## src/hdl/skfu_pkg.sv

```systemverilog
// Shared types, constants and arithmetic for the cross-kernel sharpen filter.
package skfu_pkg;

    localparam int MAX_ROW_BYTES_DEF = 16384;

    localparam int BYTE_W    = 8;
    localparam int ROW_W     = 12;
    localparam int IDX_W     = 14;
    localparam int CFG_W     = 13;
    localparam int CFG_IDX_W = 2;
    localparam int CH_W      = 3;
    localparam int RB_W      = 15;   // row length in bytes, up to 16384
    localparam int GAIN      = 5;

    // configuration register indexes
    localparam logic [CFG_IDX_W-1:0] CFG_WIDTH_PIXELS = 2'd0;
    localparam logic [CFG_IDX_W-1:0] CFG_HEIGHT_ROWS  = 2'd1;
    localparam logic [CFG_IDX_W-1:0] CFG_CHANNELS     = 2'd2;

    localparam logic [CFG_W-1:0] WIDTH_RESET    = 13'd640;
    localparam logic [CFG_W-1:0] HEIGHT_RESET   = 13'd480;
    localparam logic [CH_W-1:0]  CHANNELS_RESET = 3'd3;
    localparam logic [CFG_W-1:0] DIM_MIN        = 13'd3;
    localparam logic [CFG_W-1:0] DIM_MAX        = 13'd4096;
    localparam logic [CH_W-1:0]  CH_MIN         = 3'd1;
    localparam logic [CH_W-1:0]  CH_MAX         = 3'd4;

    // frame geometry after clamping
    typedef struct packed {
        logic [CH_W-1:0]  ch;         // 1..4
        logic [CFG_W-1:0] h;          // 3..4096
        logic [RB_W-1:0]  row_bytes;  // w * ch
        logic [RB_W-1:0]  inner_end;  // (w - 1) * ch
    } skfu_geom_t;

    typedef struct packed {
        logic [BYTE_W-1:0] out_byte;
        logic [ROW_W-1:0]  out_row;
        logic [IDX_W-1:0]  out_byte_index;
        logic              frame_end;
    } skfu_res_t;

    // 5*centre minus the four cross neighbours, saturated to a byte
    function automatic logic [BYTE_W-1:0] skfu_sharpen(
        input logic [BYTE_W-1:0] centre,
        input logic [BYTE_W-1:0] left,
        input logic [BYTE_W-1:0] right,
        input logic [BYTE_W-1:0] up,
        input logic [BYTE_W-1:0] down
    );
        logic [10:0]        gain;
        logic [9:0]         ring;
        logic signed [12:0] v;
        logic [BYTE_W-1:0]  q;
        gain = 11'(centre) * 11'(GAIN);
        ring = 10'(left) + 10'(right) + 10'(up) + 10'(down);
        v    = $signed({2'b00, gain}) - $signed({3'b000, ring});
        if (v < 13'sd0)
        begin
            q = '0;
        end
        else if (v > 13'sd255)
        begin
            q = '1;
        end
        else
        begin
            q = v[BYTE_W-1:0];
        end
        return q;
    endfunction

endpackage

```

## src/hdl/skfu_if.sv

```systemverilog


interface skfu_out_if;
    import skfu_pkg::*;
    logic              valid;
    logic              ready;
    logic [BYTE_W-1:0] out_byte;
    logic [ROW_W-1:0]  out_row;
    logic [IDX_W-1:0]  out_byte_index;
    logic              frame_end;
    modport source (output valid, output out_byte, output out_row,
                    output out_byte_index, output frame_end, input ready);
    modport sink   (input valid, input out_byte, input out_row,
                    input out_byte_index, input frame_end, output ready);
endinterface


```

## src/hdl/skfu_out_buf.sv

```systemverilog
// Two-slot result register: sharpened byte of the row above, then the copied byte.
module skfu_out_buf (
    input  logic                 clk,
    input  logic                 rst_n,
    input  logic                 load,
    input  logic                 a_valid,
    input  skfu_pkg::skfu_res_t  a_res,
    input  logic                 b_valid,
    input  skfu_pkg::skfu_res_t  b_res,
    output logic                 free,
    skfu_out_if.source           res
);
    import skfu_pkg::*;

    logic      a_valid_reg;
    logic      b_valid_reg;
    skfu_res_t a_reg;
    skfu_res_t b_reg;
    skfu_res_t shown;
    logic      taken;

    assign taken = res.valid && res.ready;
    // free when empty or the last pending request leaves now
    assign free  = !(a_valid_reg || b_valid_reg) ||
                   (res.ready && (a_valid_reg ^ b_valid_reg));

    always_ff @(posedge clk or negedge rst_n)
    begin
        if (!rst_n)
        begin
            a_valid_reg <= 1'b0;
            b_valid_reg <= 1'b0;
        end
        else if (load)
        begin
            a_valid_reg <= a_valid;
            b_valid_reg <= b_valid;
        end
        else if (taken)
        begin
            if (a_valid_reg)
            begin
                a_valid_reg <= 1'b0;
            end
            else
            begin
                b_valid_reg <= 1'b0;
            end
        end
    end

    always_ff @(posedge clk)
    begin
        if (load)
        begin
            a_reg <= a_res;
            b_reg <= b_res;
        end
    end

    assign shown              = a_valid_reg ? a_reg : b_reg;
    assign res.valid          = a_valid_reg || b_valid_reg;
    assign res.out_byte       = shown.out_byte;
    assign res.out_row        = shown.out_row;
    assign res.out_byte_index = shown.out_byte_index;
    assign res.frame_end      = shown.frame_end;

endmodule

```

## src/flat_wrapper.sv

```systemverilog
// flat-port wrapper written by rule: the top's interface ports become plain ports
module skfu_out_buf_flat import skfu_pkg::*;
  (clk, rst_n, load, a_valid, a_res, b_valid, b_res, free, res_valid, res_out_byte, res_out_row, res_out_byte_index, res_frame_end, res_ready);
  skfu_out_if res_i ();
  input  logic clk;
  input  logic rst_n;
  input  logic load;
  input  logic a_valid;
  input  skfu_pkg::skfu_res_t a_res;
  input  logic b_valid;
  input  skfu_pkg::skfu_res_t b_res;
  output logic free;
  output wire logic [$bits(res_i.valid)-1:0] res_valid;
  output wire logic [$bits(res_i.out_byte)-1:0] res_out_byte;
  output wire logic [$bits(res_i.out_row)-1:0] res_out_row;
  output wire logic [$bits(res_i.out_byte_index)-1:0] res_out_byte_index;
  output wire logic [$bits(res_i.frame_end)-1:0] res_frame_end;
  input wire logic [$bits(res_i.ready)-1:0] res_ready;
  assign res_valid = res_i.valid;
  assign res_out_byte = res_i.out_byte;
  assign res_out_row = res_i.out_row;
  assign res_out_byte_index = res_i.out_byte_index;
  assign res_frame_end = res_i.frame_end;
  assign res_i.ready = res_ready;
  skfu_out_buf u_core (.clk(clk), .rst_n(rst_n), .load(load), .a_valid(a_valid), .a_res(a_res), .b_valid(b_valid), .b_res(b_res), .free(free), .res(res_i));
endmodule
```

## config.mk

```make
export PLATFORM = sky130hd
export DESIGN_NAME = skfu_out_buf_flat
export DESIGN_NICKNAME = d
export VERILOG_FILES = /design/src/hdl/skfu_pkg.sv /design/src/hdl/skfu_if.sv /design/src/hdl/skfu_out_buf.sv /design/src/flat_wrapper.sv
export SDC_FILE = /design/constraint.sdc
export NUM_CORES = 1
export LEC_CHECK = 0
export BUFFER_PORTS_ARGS = -buffer_cell sky130_fd_sc_hd__buf_2
export CAP_MARGIN = 20
export CORE_UTILIZATION = 43
export DETAILED_ROUTE_END_ITERATION = 7
export PLACE_DENSITY = 0.75
export SYNTH_ARGS = -nofsm -noshare
export SYNTH_HDL_FRONTEND = slang
export SYNTH_SLANG_ARGS = --single-unit
export TNS_END_PERCENT = 1
```

## constraint.sdc

```tcl
create_clock -name clk -period 1.2 [get_ports clk]
set_input_delay 0.12 -clock clk [delete_from_list [all_inputs] [get_ports clk]]
set_output_delay 0.12 -clock clk [all_outputs]
set_load 0.01 [all_outputs]
```

==> impl_summary.log <==
INFO  metric cts_root_buf = sky130_fd_sc_hd__clkbuf_8
INFO  metric smallest_hold_slack = 89.9 ps
INFO  metric final_hold_viol_count = 0
INFO  metric totalWireLength = 6450 µm
INFO  metric initial_utilization = 0.458
INFO  metric post-layout-total-power = 5.76 mW
INFO  metric final-instance-count-excl-fill = 397
INFO  metric post-route-min-period = 1580 ps
INFO  metric timing.critical_path.cells = buf_12, mux2_2, buf_2
INFO  metric port_buffers = 112
INFO  metric area.growth.synth_to_final = 63.5%
INFO  metric num-fill-cells = 381
INFO  metric timing.final.ws_setup = -382 ps
INFO  metric report.final.setup_viol = 38
INFO  metric violations = negative setup slack
INFO  metric worstPathMaxFanout = 22
INFO  metric synth.lib_cells_used.distinct = 15
INFO  metric synth_top_family_by_area = multiplexers
INFO  metric p_leak = 1.93 nW
INFO  metric layout-drive-gt1-share = 0.525
INFO  metric drt-pass1-iter-count = 4
INFO  metric net_total_in_the_final_layout = 396
INFO  metric final.period_utilization = 1.32
INFO  metric ctsHtreeMaxLevel = 3
INFO  metric placedCellCount = 312
INFO  metric floorplan.core_area = 0.00610 mm²
INFO  metric multi_input_area = 596 µm²
INFO  metric setup_tns = -11400 ps
INFO  metric vias_after_detailed_routing = 1807
INFO  metric ff_latch_area = 0.00215 mm²
INFO  metric synth_xor_area_frac = 0
INFO  metric arrival_worst_endpoint = 1460 ps
INFO  metric synth-compound-area-share = 0.00942
INFO  metric drt-initial-drc-count = 75
INFO  metric ant_nets = 0
INFO  metric timing.clock.skew = 0.182 ps
INFO  metric layout_commonest_cell = sky130_fd_sc_hd__buf_2
INFO  metric antenna_cells = 0
INFO  metric grt_pass1_vias = 1963
INFO  metric worst_slew_margin_rel = 0.867
INFO  metric netlist_instances = 123
INFO  metric final_design_area_no_fill = 0.00456 mm²
INFO  metric category_of_the_worst_setup_path_capture_point = primary output
INFO  metric power_density = 1260 mW/mm²
INFO  metric setup.worst_path.start_class = register
INFO  metric post_drt_wl_per_cell = 16.3 µm
INFO  metric fmax = 632 MHz
INFO  metric outcome = finished, violations left
INFO  metric syn_area_cell = 22.7 µm²
INFO  metric die-width = 82.5 µm
INFO  metric grt_remaining_overflow = 0
INFO  metric yosys-top-cells-area = sky130_fd_sc_hd__edfxtp_1 75%, sky130_fd_sc_hd__mux2_4 15%, sky130_fd_sc_hd__mux2_2 2.8%
INFO  metric placedInstanceArea = 0.00349 mm²
INFO  metric synth_area_leader_cell = sky130_fd_sc_hd__edfxtp_1
INFO  metric slowest_delay = 410 ps
INFO  metric die_h = 82.5 µm
INFO  metric worst_skew_pair.late_latency = 320 ps
INFO  metric drt-vias-per-instance = 4.55
INFO  metric synth-simple-area-share = 0.00763
INFO  metric clock-sinks = 72
INFO  metric worst_hold_path_type = input port to register
INFO  metric drv_slew = 0
INFO  metric cts.repair_timing.setup_buffer_count = 0
INFO  metric synth_fa_ha_area_frac = 0.00449
INFO  metric netlist_area = 0.00279 mm²
INFO  metric drv_cap = 0
INFO  metric irDropWorstVdd = 0.789 mV
INFO  metric rsz_0062_raised_after_global_routing = true
INFO  metric synth_nets = 200
INFO  metric top_level_ports = 113
INFO  metric yosys_warnings = 0
INFO  metric crit_type = register to primary output
INFO  metric mux_share_of_post_synthesis_cell_area = 0.183
INFO  metric tightestPinTransition = 199 ps
INFO  metric groute.usage.overall = 0.197
INFO  metric tritoncts.num_buffers = 9
INFO  metric grt_max_degree = 36
INFO  metric crit_required = 1080 ps
INFO  metric area_fraction_of_the_dominant_cell_type_after_synthesis = 0.754
INFO  metric gp_routability_congestion = 0.787
INFO  metric floorplan.rows = 28
INFO  metric drc_errors = 0
INFO  metric yosys_register_bits = 72
INFO  metric grt_antenna_before_repair = 0
INFO  metric clk_pin_slew_worst_paths = 60 ps
INFO  metric cts-root-to-sink-buffers = 2
INFO  metric mostFrequentLayoutCells = 81 x sky130_fd_sc_hd__buf_2, 71 x sky130_fd_sc_hd__dlygate4sd3_1, 70 x sky130_fd_sc_hd__edfxtp_1, 31 x sky130_fd_sc_hd__mux2_4, 31 x sky130_fd_sc_hd__buf_6
INFO  metric cts_tree = done
INFO  metric first_pass_grt_wire_length = 9320 µm
INFO  metric die_area = 0.00681 mm²
INFO  metric synth_sequential_area_ratio = 0.772
INFO  metric timing.critical_path.slowest_stage_cell = sky130_fd_sc_hd__dfrtp_2
==> final timing paths <==
path	start	end	slack, ps	cells after the start
max in group asynchronous	rst_n	u_core.a_valid_reg	970	2
setup / recovery	u_core.a_valid_reg	res_out_byte[4]	-380	3
min in group asynchronous	rst_n	u_core.a_valid_reg	120	2
setup reg to reg	u_core.a_valid_reg	u_core.b_valid_reg	-30	5
hold / removal	a_valid	u_core.a_valid_reg	90	3
hold reg to reg	u_core.b_valid_reg	u_core.b_valid_reg	610	2
==> synth_stat cells, drive strengths merged <==
library cell  instances
a21oi                 1
buf                   4
dfrtp                 2
edfxtp               70
ha                    1
inv                   3
mux2                 35
mux2i                 1
nand2                 3
nor2                  1
nor2b                 1
o31ai                 1
==> worst max-delay path: cells and delay by family (launching register included) <==
family | cells | cell delay [ps]
flops | 1 | 410
mux | 1 | 370
buf+inv | 2 | 350
==> cell type report <==
type,instances,share of cell area
well taps,75,0.0206
clock inverters,2,0.00192
repair buffers,189,0.342
flip-flops and latches,72,0.472
multi-input cells,44,0.131
inverters,3,0.00302
clock buffers,12,0.0296
==> logic make-up (layout without fill, tap and decap cells) <==
kind of cell / count (synthesis) / in the layout
and+or+nand+nor: 5 / 5
AOI/OAI and AO/OA: 2 / 2
buffers and inverters: 7 / 206
DFF: 72 / 72
adders and majority gates: 1 / 1
muxes: 36 / 36
==> per-stage QoR <==
stage / utilization / setup WS (ps)
after floorplan: - / 2.58
after detailed placement: 0.572 / -44.3
after CTS: 0.742 / -393
after global routing: 0.748 / -451
final: 0.748 / -382
after global placement: 0.572 / -35.4
==> per-layer routing <==
layer | vias up | part of all wire | GRT usage
met5 | - | 0 | 0
met4 | 0 | 0.024 | 0.0948
met3 | 14 | 0.057 | 0.0604
met2 | 79 | 0.53 | 0.354
met1 | 849 | 0.38 | 0.210
li1 | 865 | - | -
==> timing repair <==
action / 4_1_cts / 5_1_grt
hold buffers: 71 / 0
endpoints found under the hold margin: 72 / 0
endpoints found under the setup margin: 39 / 39
resized for setup: 29 / 7
==> report_power, final <==
part | total, mW | switching [mW] | internal, mW
Combinational | 1.19 | 0.430 | 0.763
Sequential | 3.04 | 0.0638 | 2.98
Clock | 1.52 | 0.802 | 0.720
(Power assumes the default switching activity.)
