**config.mk**
```make
export PLATFORM = sky130hd
export DESIGN_NAME = skfu_cfg_flat
export DESIGN_NICKNAME = d
export VERILOG_FILES = /design/src/hdl/skfu_pkg.sv /design/src/hdl/skfu_if.sv /design/src/hdl/skfu_cfg.sv /design/src/flat_wrapper.sv
export SDC_FILE = /design/constraint.sdc
export NUM_CORES = 1
export LEC_CHECK = 0
export BUFFER_PORTS_ARGS = -buffer_cell sky130_fd_sc_hd__buf_2
export CORE_MARGIN = 1
export CORE_UTILIZATION = 59
export CTS_CLUSTER_DIAMETER = 40
export CTS_CLUSTER_SIZE = 14
export DETAILED_ROUTE_END_ITERATION = 6
export GPL_ROUTABILITY_DRIVEN = 0
export PLACE_DENSITY = 0.81
export SYNTH_ARGS = -nofsm -noshare
export SYNTH_HDL_FRONTEND = slang
export SYNTH_SLANG_ARGS = --single-unit
```
**constraint.sdc**
```tcl
create_clock -name clk -period 7.6 [get_ports clk]
set_input_delay 1.52 -clock clk [delete_from_list [all_inputs] [get_ports clk]]
set_output_delay 1.52 -clock clk [all_outputs]
set_load 0.02 [all_outputs]
```
**src/hdl/skfu_pkg.sv**
```systemverilog
// Shared types, constants and arithmetic for the cross-kernel sharpen filter.
package skfu_pkg;

    localparam int MAX_ROW_BYTES_DEF = 16384;

    localparam int BYTE_W    = 8;
    localparam int ROW_W     = 12;
    localparam int IDX_W     = 14;
    localparam int CFG_W     = 13;
    localparam int CFG_IDX_W = 2;
    localparam int CH_W      = 3;
    localparam int RB_W      = 15;   // row length in bytes, up to 16384
    localparam int GAIN      = 5;

    // configuration register indexes
    localparam logic [CFG_IDX_W-1:0] CFG_WIDTH_PIXELS = 2'd0;
    localparam logic [CFG_IDX_W-1:0] CFG_HEIGHT_ROWS  = 2'd1;
    localparam logic [CFG_IDX_W-1:0] CFG_CHANNELS     = 2'd2;

    localparam logic [CFG_W-1:0] WIDTH_RESET    = 13'd640;
    localparam logic [CFG_W-1:0] HEIGHT_RESET   = 13'd480;
    localparam logic [CH_W-1:0]  CHANNELS_RESET = 3'd3;
    localparam logic [CFG_W-1:0] DIM_MIN        = 13'd3;
    localparam logic [CFG_W-1:0] DIM_MAX        = 13'd4096;
    localparam logic [CH_W-1:0]  CH_MIN         = 3'd1;
    localparam logic [CH_W-1:0]  CH_MAX         = 3'd4;

    // frame geometry after clamping
    typedef struct packed {
        logic [CH_W-1:0]  ch;         // 1..4
        logic [CFG_W-1:0] h;          // 3..4096
        logic [RB_W-1:0]  row_bytes;  // w * ch
        logic [RB_W-1:0]  inner_end;  // (w - 1) * ch
    } skfu_geom_t;

    typedef struct packed {
        logic [BYTE_W-1:0] out_byte;
        logic [ROW_W-1:0]  out_row;
        logic [IDX_W-1:0]  out_byte_index;
        logic              frame_end;
    } skfu_res_t;

    // 5*centre minus the four cross neighbours, saturated to a byte
    function automatic logic [BYTE_W-1:0] skfu_sharpen(
        input logic [BYTE_W-1:0] centre,
        input logic [BYTE_W-1:0] left,
        input logic [BYTE_W-1:0] right,
        input logic [BYTE_W-1:0] up,
        input logic [BYTE_W-1:0] down
    );
        logic [10:0]        gain;
        logic [9:0]         ring;
        logic signed [12:0] v;
        logic [BYTE_W-1:0]  q;
        gain = 11'(centre) * 11'(GAIN);
        ring = 10'(left) + 10'(right) + 10'(up) + 10'(down);
        v    = $signed({2'b00, gain}) - $signed({3'b000, ring});
        if (v < 13'sd0)
        begin
            q = '0;
        end
        else if (v > 13'sd255)
        begin
            q = '1;
        end
        else
        begin
            q = v[BYTE_W-1:0];
        end
        return q;
    endfunction

endpackage

```
**src/hdl/skfu_if.sv**
```systemverilog


interface skfu_cfg_if;
    import skfu_pkg::*;
    logic                 valid;
    logic                 ready;
    logic [CFG_IDX_W-1:0] index;
    logic [CFG_W-1:0]     data;
    modport source (output valid, output index, output data, input ready);
    modport sink   (input valid, input index, input data, output ready);
endinterface

```
**src/hdl/skfu_cfg.sv**
```systemverilog
// Configuration registers and clamped frame geometry.
module skfu_cfg #(
    parameter int MAX_ROW_BYTES = skfu_pkg::MAX_ROW_BYTES_DEF
) (
    input  logic                   clk,
    input  logic                   rst_n,
    skfu_cfg_if.sink               cfg,
    output skfu_pkg::skfu_geom_t   geom,
    output logic                   settling
);
    import skfu_pkg::*;

    localparam int LIM_W = $clog2(MAX_ROW_BYTES + 1);
    localparam int LIM1  = MAX_ROW_BYTES / 1;
    localparam int LIM2  = MAX_ROW_BYTES / 2;
    localparam int LIM3  = MAX_ROW_BYTES / 3;
    localparam int LIM4  = MAX_ROW_BYTES / 4;

    logic [CFG_W-1:0] width_reg;
    logic [CFG_W-1:0] height_reg;
    logic [CH_W-1:0]  channels_reg;
    logic             settle_reg;
    skfu_geom_t       geom_reg;
    skfu_geom_t       geom_next;

    logic [CH_W-1:0]  ch_c;
    logic [CFG_W-1:0] w_c;
    logic [CFG_W-1:0] h_c;
    logic [LIM_W-1:0] w_lim;
    logic [CFG_W-1:0] w_e;
    logic             wr;

    assign cfg.ready = 1'b1;
    assign wr        = cfg.valid && cfg.ready;

    always_ff @(posedge clk or negedge rst_n)
    begin
        if (!rst_n)
        begin
            width_reg    <= WIDTH_RESET;
            height_reg   <= HEIGHT_RESET;
            channels_reg <= CHANNELS_RESET;
            settle_reg   <= 1'b1;
        end
        else
        begin
            settle_reg <= wr;
            if (wr)
            begin
                case (cfg.index)
                    CFG_WIDTH_PIXELS: width_reg    <= cfg.data;
                    CFG_HEIGHT_ROWS:  height_reg   <= cfg.data;
                    CFG_CHANNELS:     channels_reg <= cfg.data[CH_W-1:0];
                    default: ;
                endcase
            end
        end
    end

    always_comb
    begin
        ch_c = (channels_reg < CH_MIN) ? CH_MIN :
               (channels_reg > CH_MAX) ? CH_MAX : channels_reg;
        w_c  = (width_reg < DIM_MIN) ? DIM_MIN :
               (width_reg > DIM_MAX) ? DIM_MAX : width_reg;
        h_c  = (height_reg < DIM_MIN) ? DIM_MIN :
               (height_reg > DIM_MAX) ? DIM_MAX : height_reg;
        case (ch_c)
            3'd1:    w_lim = LIM_W'(LIM1);
            3'd2:    w_lim = LIM_W'(LIM2);
            3'd3:    w_lim = LIM_W'(LIM3);
            default: w_lim = LIM_W'(LIM4);
        endcase
        // row must fit in the row store
        if (32'(w_c) > 32'(w_lim))
        begin
            w_e = CFG_W'(w_lim);
        end
        else
        begin
            w_e = w_c;
        end
        geom_next.ch        = ch_c;
        geom_next.h         = h_c;
        geom_next.row_bytes = RB_W'(w_e) * RB_W'(ch_c);
        geom_next.inner_end = RB_W'(w_e - 13'd1) * RB_W'(ch_c);
    end

    always_ff @(posedge clk)
    begin
        geom_reg <= geom_next;
    end

    assign geom     = geom_reg;
    assign settling = settle_reg;

endmodule

```
**src/flat_wrapper.sv**
```systemverilog
// flat-port wrapper written by rule: the top's interface ports become plain ports
module skfu_cfg_flat import skfu_pkg::*;
#(
    parameter int MAX_ROW_BYTES = skfu_pkg::MAX_ROW_BYTES_DEF
)
  (clk, rst_n, geom, settling, cfg_valid, cfg_index, cfg_data, cfg_ready);
  skfu_cfg_if cfg_i ();
  input  logic clk;
  input  logic rst_n;
  output skfu_pkg::skfu_geom_t geom;
  output logic settling;
  input wire logic [$bits(cfg_i.valid)-1:0] cfg_valid;
  input wire logic [$bits(cfg_i.index)-1:0] cfg_index;
  input wire logic [$bits(cfg_i.data)-1:0] cfg_data;
  output wire logic [$bits(cfg_i.ready)-1:0] cfg_ready;
  assign cfg_i.valid = cfg_valid;
  assign cfg_i.index = cfg_index;
  assign cfg_i.data = cfg_data;
  assign cfg_ready = cfg_i.ready;
  skfu_cfg #(.MAX_ROW_BYTES(MAX_ROW_BYTES)) u_core (.clk(clk), .rst_n(rst_n), .cfg(cfg_i), .geom(geom), .settling(settling));
endmodule
```
==> reports/results.tsv <==
stage	metric	value	unit
detailed_routing	drt wl/cell	15.5	µm
yosys	Cells after Synth	559	
yosys	Netlist cell types	60	
run	max-cap viol count	0	
clocking	Sink Count	76	
timing	Fin Setup TNS	0	ps
yosys	YS warnings	0	
yosys	area leader, netlist	dfxtp_1	
clocking	CTS buffer count	9	
setup_path	Critical-path top delay cell	nor3_1	
final_layout	area grow syn2layout	11.9	%
global_route	grt total ovfl	0	
setup_path	R2R depth	25	
timing	clock skew	16.1	ps
worst_hold_path	hold path start	u_core.height_reg[12]$_DFFE_PN0P_	
timing	Final Hold Violating Endpoints	0	
setup_path	peak per-stage delay on the critical path	650	ps
placed_design	PortBufs	64	
setup_path	CP delay by family, top	simple AND/OR/NAND/NOR gates	
clocking	Skew-Pair Late Insertion Delay	370	ps
power_and_ir_drop	P per Cell Area	381	mW/mm²
timing	relative slew slack	28.5	%
timing	Tcrit/Tclk final	87.9	%
clocking	Clock Pin Slew Worst Setup and Hold Paths	90	ps
setup_path	Startpoint Class	flop	
outcome	status	completed	
clocking	# resized after CTS	0	
setup_path	CP arrival	6960	ps
yosys	synth top area cells	dfxtp_1, dfrtp_1, fa_1	
detailed_routing	DRT Pass-1 Iters	5	
setup_path	r2r endpoint	u_core.geom[11]$_DFF_P_	
setup_path	Req. time, crit path	7880	ps
final_layout	Ant. Diodes	0	
clocking	htree depth	3	
clocking	CTS tree	done	
detailed_routing	Vias/cell	5.73	
floorplan	io pins	66	
global_route	GRT Total Usage	28.1	%
power_and_ir_drop	Static Leakage	2.84	nW
clocking	number of hold buffers added after cts	0	
placed_design	post-place setup slack	1050	ps
final_layout	Nets	694	
global_route	largest net degree at the start of global routing	31	
clocking	clk root buf	clkbuf_8	
yosys	sequential area share after synthesis	32.6	%
setup_path	RR Startpoint	u_core.channels_reg[1]$_DFFE_PN1P_	
final_layout	Post-Route Utilization	69.3	%
timing	Setup WS post-layout	921	ps
setup_path	CP endpoint kind	flop	
yosys	FFs w/ async S/R, synth	39.5	%
timing	Worst-Margin Slew	1070	ps
floorplan	Core ar.	0.00834	mm²
detailed_routing	Vias	4158	
detailed_routing	DRT Wirelength	11300	µm
detailed_routing	Final ANT Viol Nets	0	
setup_path	CP Max Fanout	10	
final_layout	commonest cells after routing, fill and taps aside	nand2_1, buf_2, inv_1	
detailed_routing	DRC	0	
global_route	vias in the first global route	4210	
worst_hold_path	Hold Path Depth	0	
global_route	first-pass GRT wire length	19600	µm
global_route	initial antenna violation count	0	
power_and_ir_drop	Max IR drop VDD	0.158	mV
yosys	commonest register cell after synthesis	dfxtp_1	
yosys	top cell type's share of synthesized area	17.8	%
floorplan	Die H	95.6	µm
clocking	clk buf depth	2	
worst_hold_path	Hold EP	u_core.geom[42]$_SDFF_PP0_	
timing	setup violators final	0	
timing	RSZ-0062 raised after global routing	no	
final_layout	max FFs per register	46	
floorplan	die footprint	0.00913	mm²
clocking	Post-CTS Setup Bufs	0	
timing	final-report max-slew violation count	0	
detailed_routing	DRT iter0 DRCs	444	
yosys	Mapped Avg Cell Area	9.24	µm²
power_and_ir_drop	total power	0.00220	W
floorplan	Die Wd	95.6	µm
placed_design	hpwl dp	8440	µm
floorplan	# rows	33	
yosys	post-synth design cell area	0.00516	mm²
setup_path	R2R Setup Slk	920	ps
final_layout	layout cell share with drive strength beyond 1	22.4	%
floorplan	Starting Density	61.9	%
setup_path	kind of critical path	flop to flop	
worst_hold_path	Hold Crit Class	flop to flop	
yosys	Post-synth EDFFs	0	
final_layout	fill count	674	
setup_path	crit path buf inv count	3	
timing	FMAX	150	MHz
yosys	#FFs+latches synth	76	
timing	min cycle time layout	6680	ps
logic make-up (layout without fill, tap and decap cells):
family                     count (synthesis)  count (layout)  share of synthesized area [%]
and+or+nand+nor                          207             207                           20.7
buffers and inverters                     80             141                           6.23
AOI/OAI and AO/OA                         78              78                           10.7
DFF                                       76              76                           32.6
adders and majority gates                 60              60                           18.2
muxes                                     29              29                           6.30
xor gates and xnor gates                  28              28                           5.19
other                                      1               2                         0.0726
through the flow:
stage / std cells / cell area (µm²) / hold slack, ps
final: 726 / 5780 / 482
after global routing: 726 / 5780 / 491
after CTS: 726 / 5780 / 463
after detailed placement: 710 / 5550 / 447
after global placement: 710 / 5550 / 447
after floorplan: 560 / 5170 / 463
how the worst max path moves through the flow:
stage	from	to	depth (start not counted)
6_report	u_core.channels_reg[1]$_DFFE_PN1P_	u_core.geom[11]$_DFF_P_	25
5_1_grt	u_core.channels_reg[1]$_DFFE_PN1P_	u_core.geom[14]$_DFF_P_	26
4_1_cts	u_core.channels_reg[1]$_DFFE_PN1P_	u_core.geom[11]$_DFF_P_	26
3_5_place_dp	u_core.channels_reg[1]$_DFFE_PN1P_	u_core.geom[11]$_DFF_P_	26
3_3_place_gp	u_core.channels_reg[1]$_DFFE_PN1P_	u_core.geom[11]$_DFF_P_	26
2_1_floorplan	u_core.channels_reg[2]$_DFFE_PN0P_	u_core.geom[11]$_DFF_P_	29
report_power, final:
group / internal, W / switching, W
Combinational: 0.000504 / 0.000725
Sequential: 0.000533 / 0.0000712
Clock: 0.000197 / 0.000169
Total: 0.00123 / 0.000965
cells in the mapped netlist, drive strengths merged, types with 7 or more instances:
library cell / count
a21o: 10
dfstp: 9
mux2: 28
nand3: 17
clkbuf: 13
and3: 7
fa: 25
dfrtp: 21
nor2: 31
xnor2: 21
a31oi: 7
dfxtp: 46
and2: 7
nor2b: 22
nand2b: 10
nand2: 65
inv: 57
or2: 9
buf: 10
ha: 35
o21ai: 11
nor3: 15
a21oi: 22
cell type report:
| type | count | area, µm² | area share [%] |
|---|---|---|---|
| clock buffer | 10 | 138 | 2.38 |
| timing repair buffer | 68 | 350 | 6.06 |
| tap | 105 | 131 | 2.27 |
| inverter | 57 | 214 | 3.70 |
| multi-input combinational | 404 | 3170 | 54.8 |
| sequential | 76 | 1680 | 29.1 |
| clock inverter | 6 | 93.8 | 1.62 |
routing by layer:
layer	vias to the layer above	global-route usage (%)	share of wire, %
met4	0	11.3	3.5
met3	44	6.78	7.3
met1	1947	34.2	42
met2	181	47.6	48
met5	-	0	0
li1	1986	-	-
Note: power is estimated with default switching activity, not from simulation.
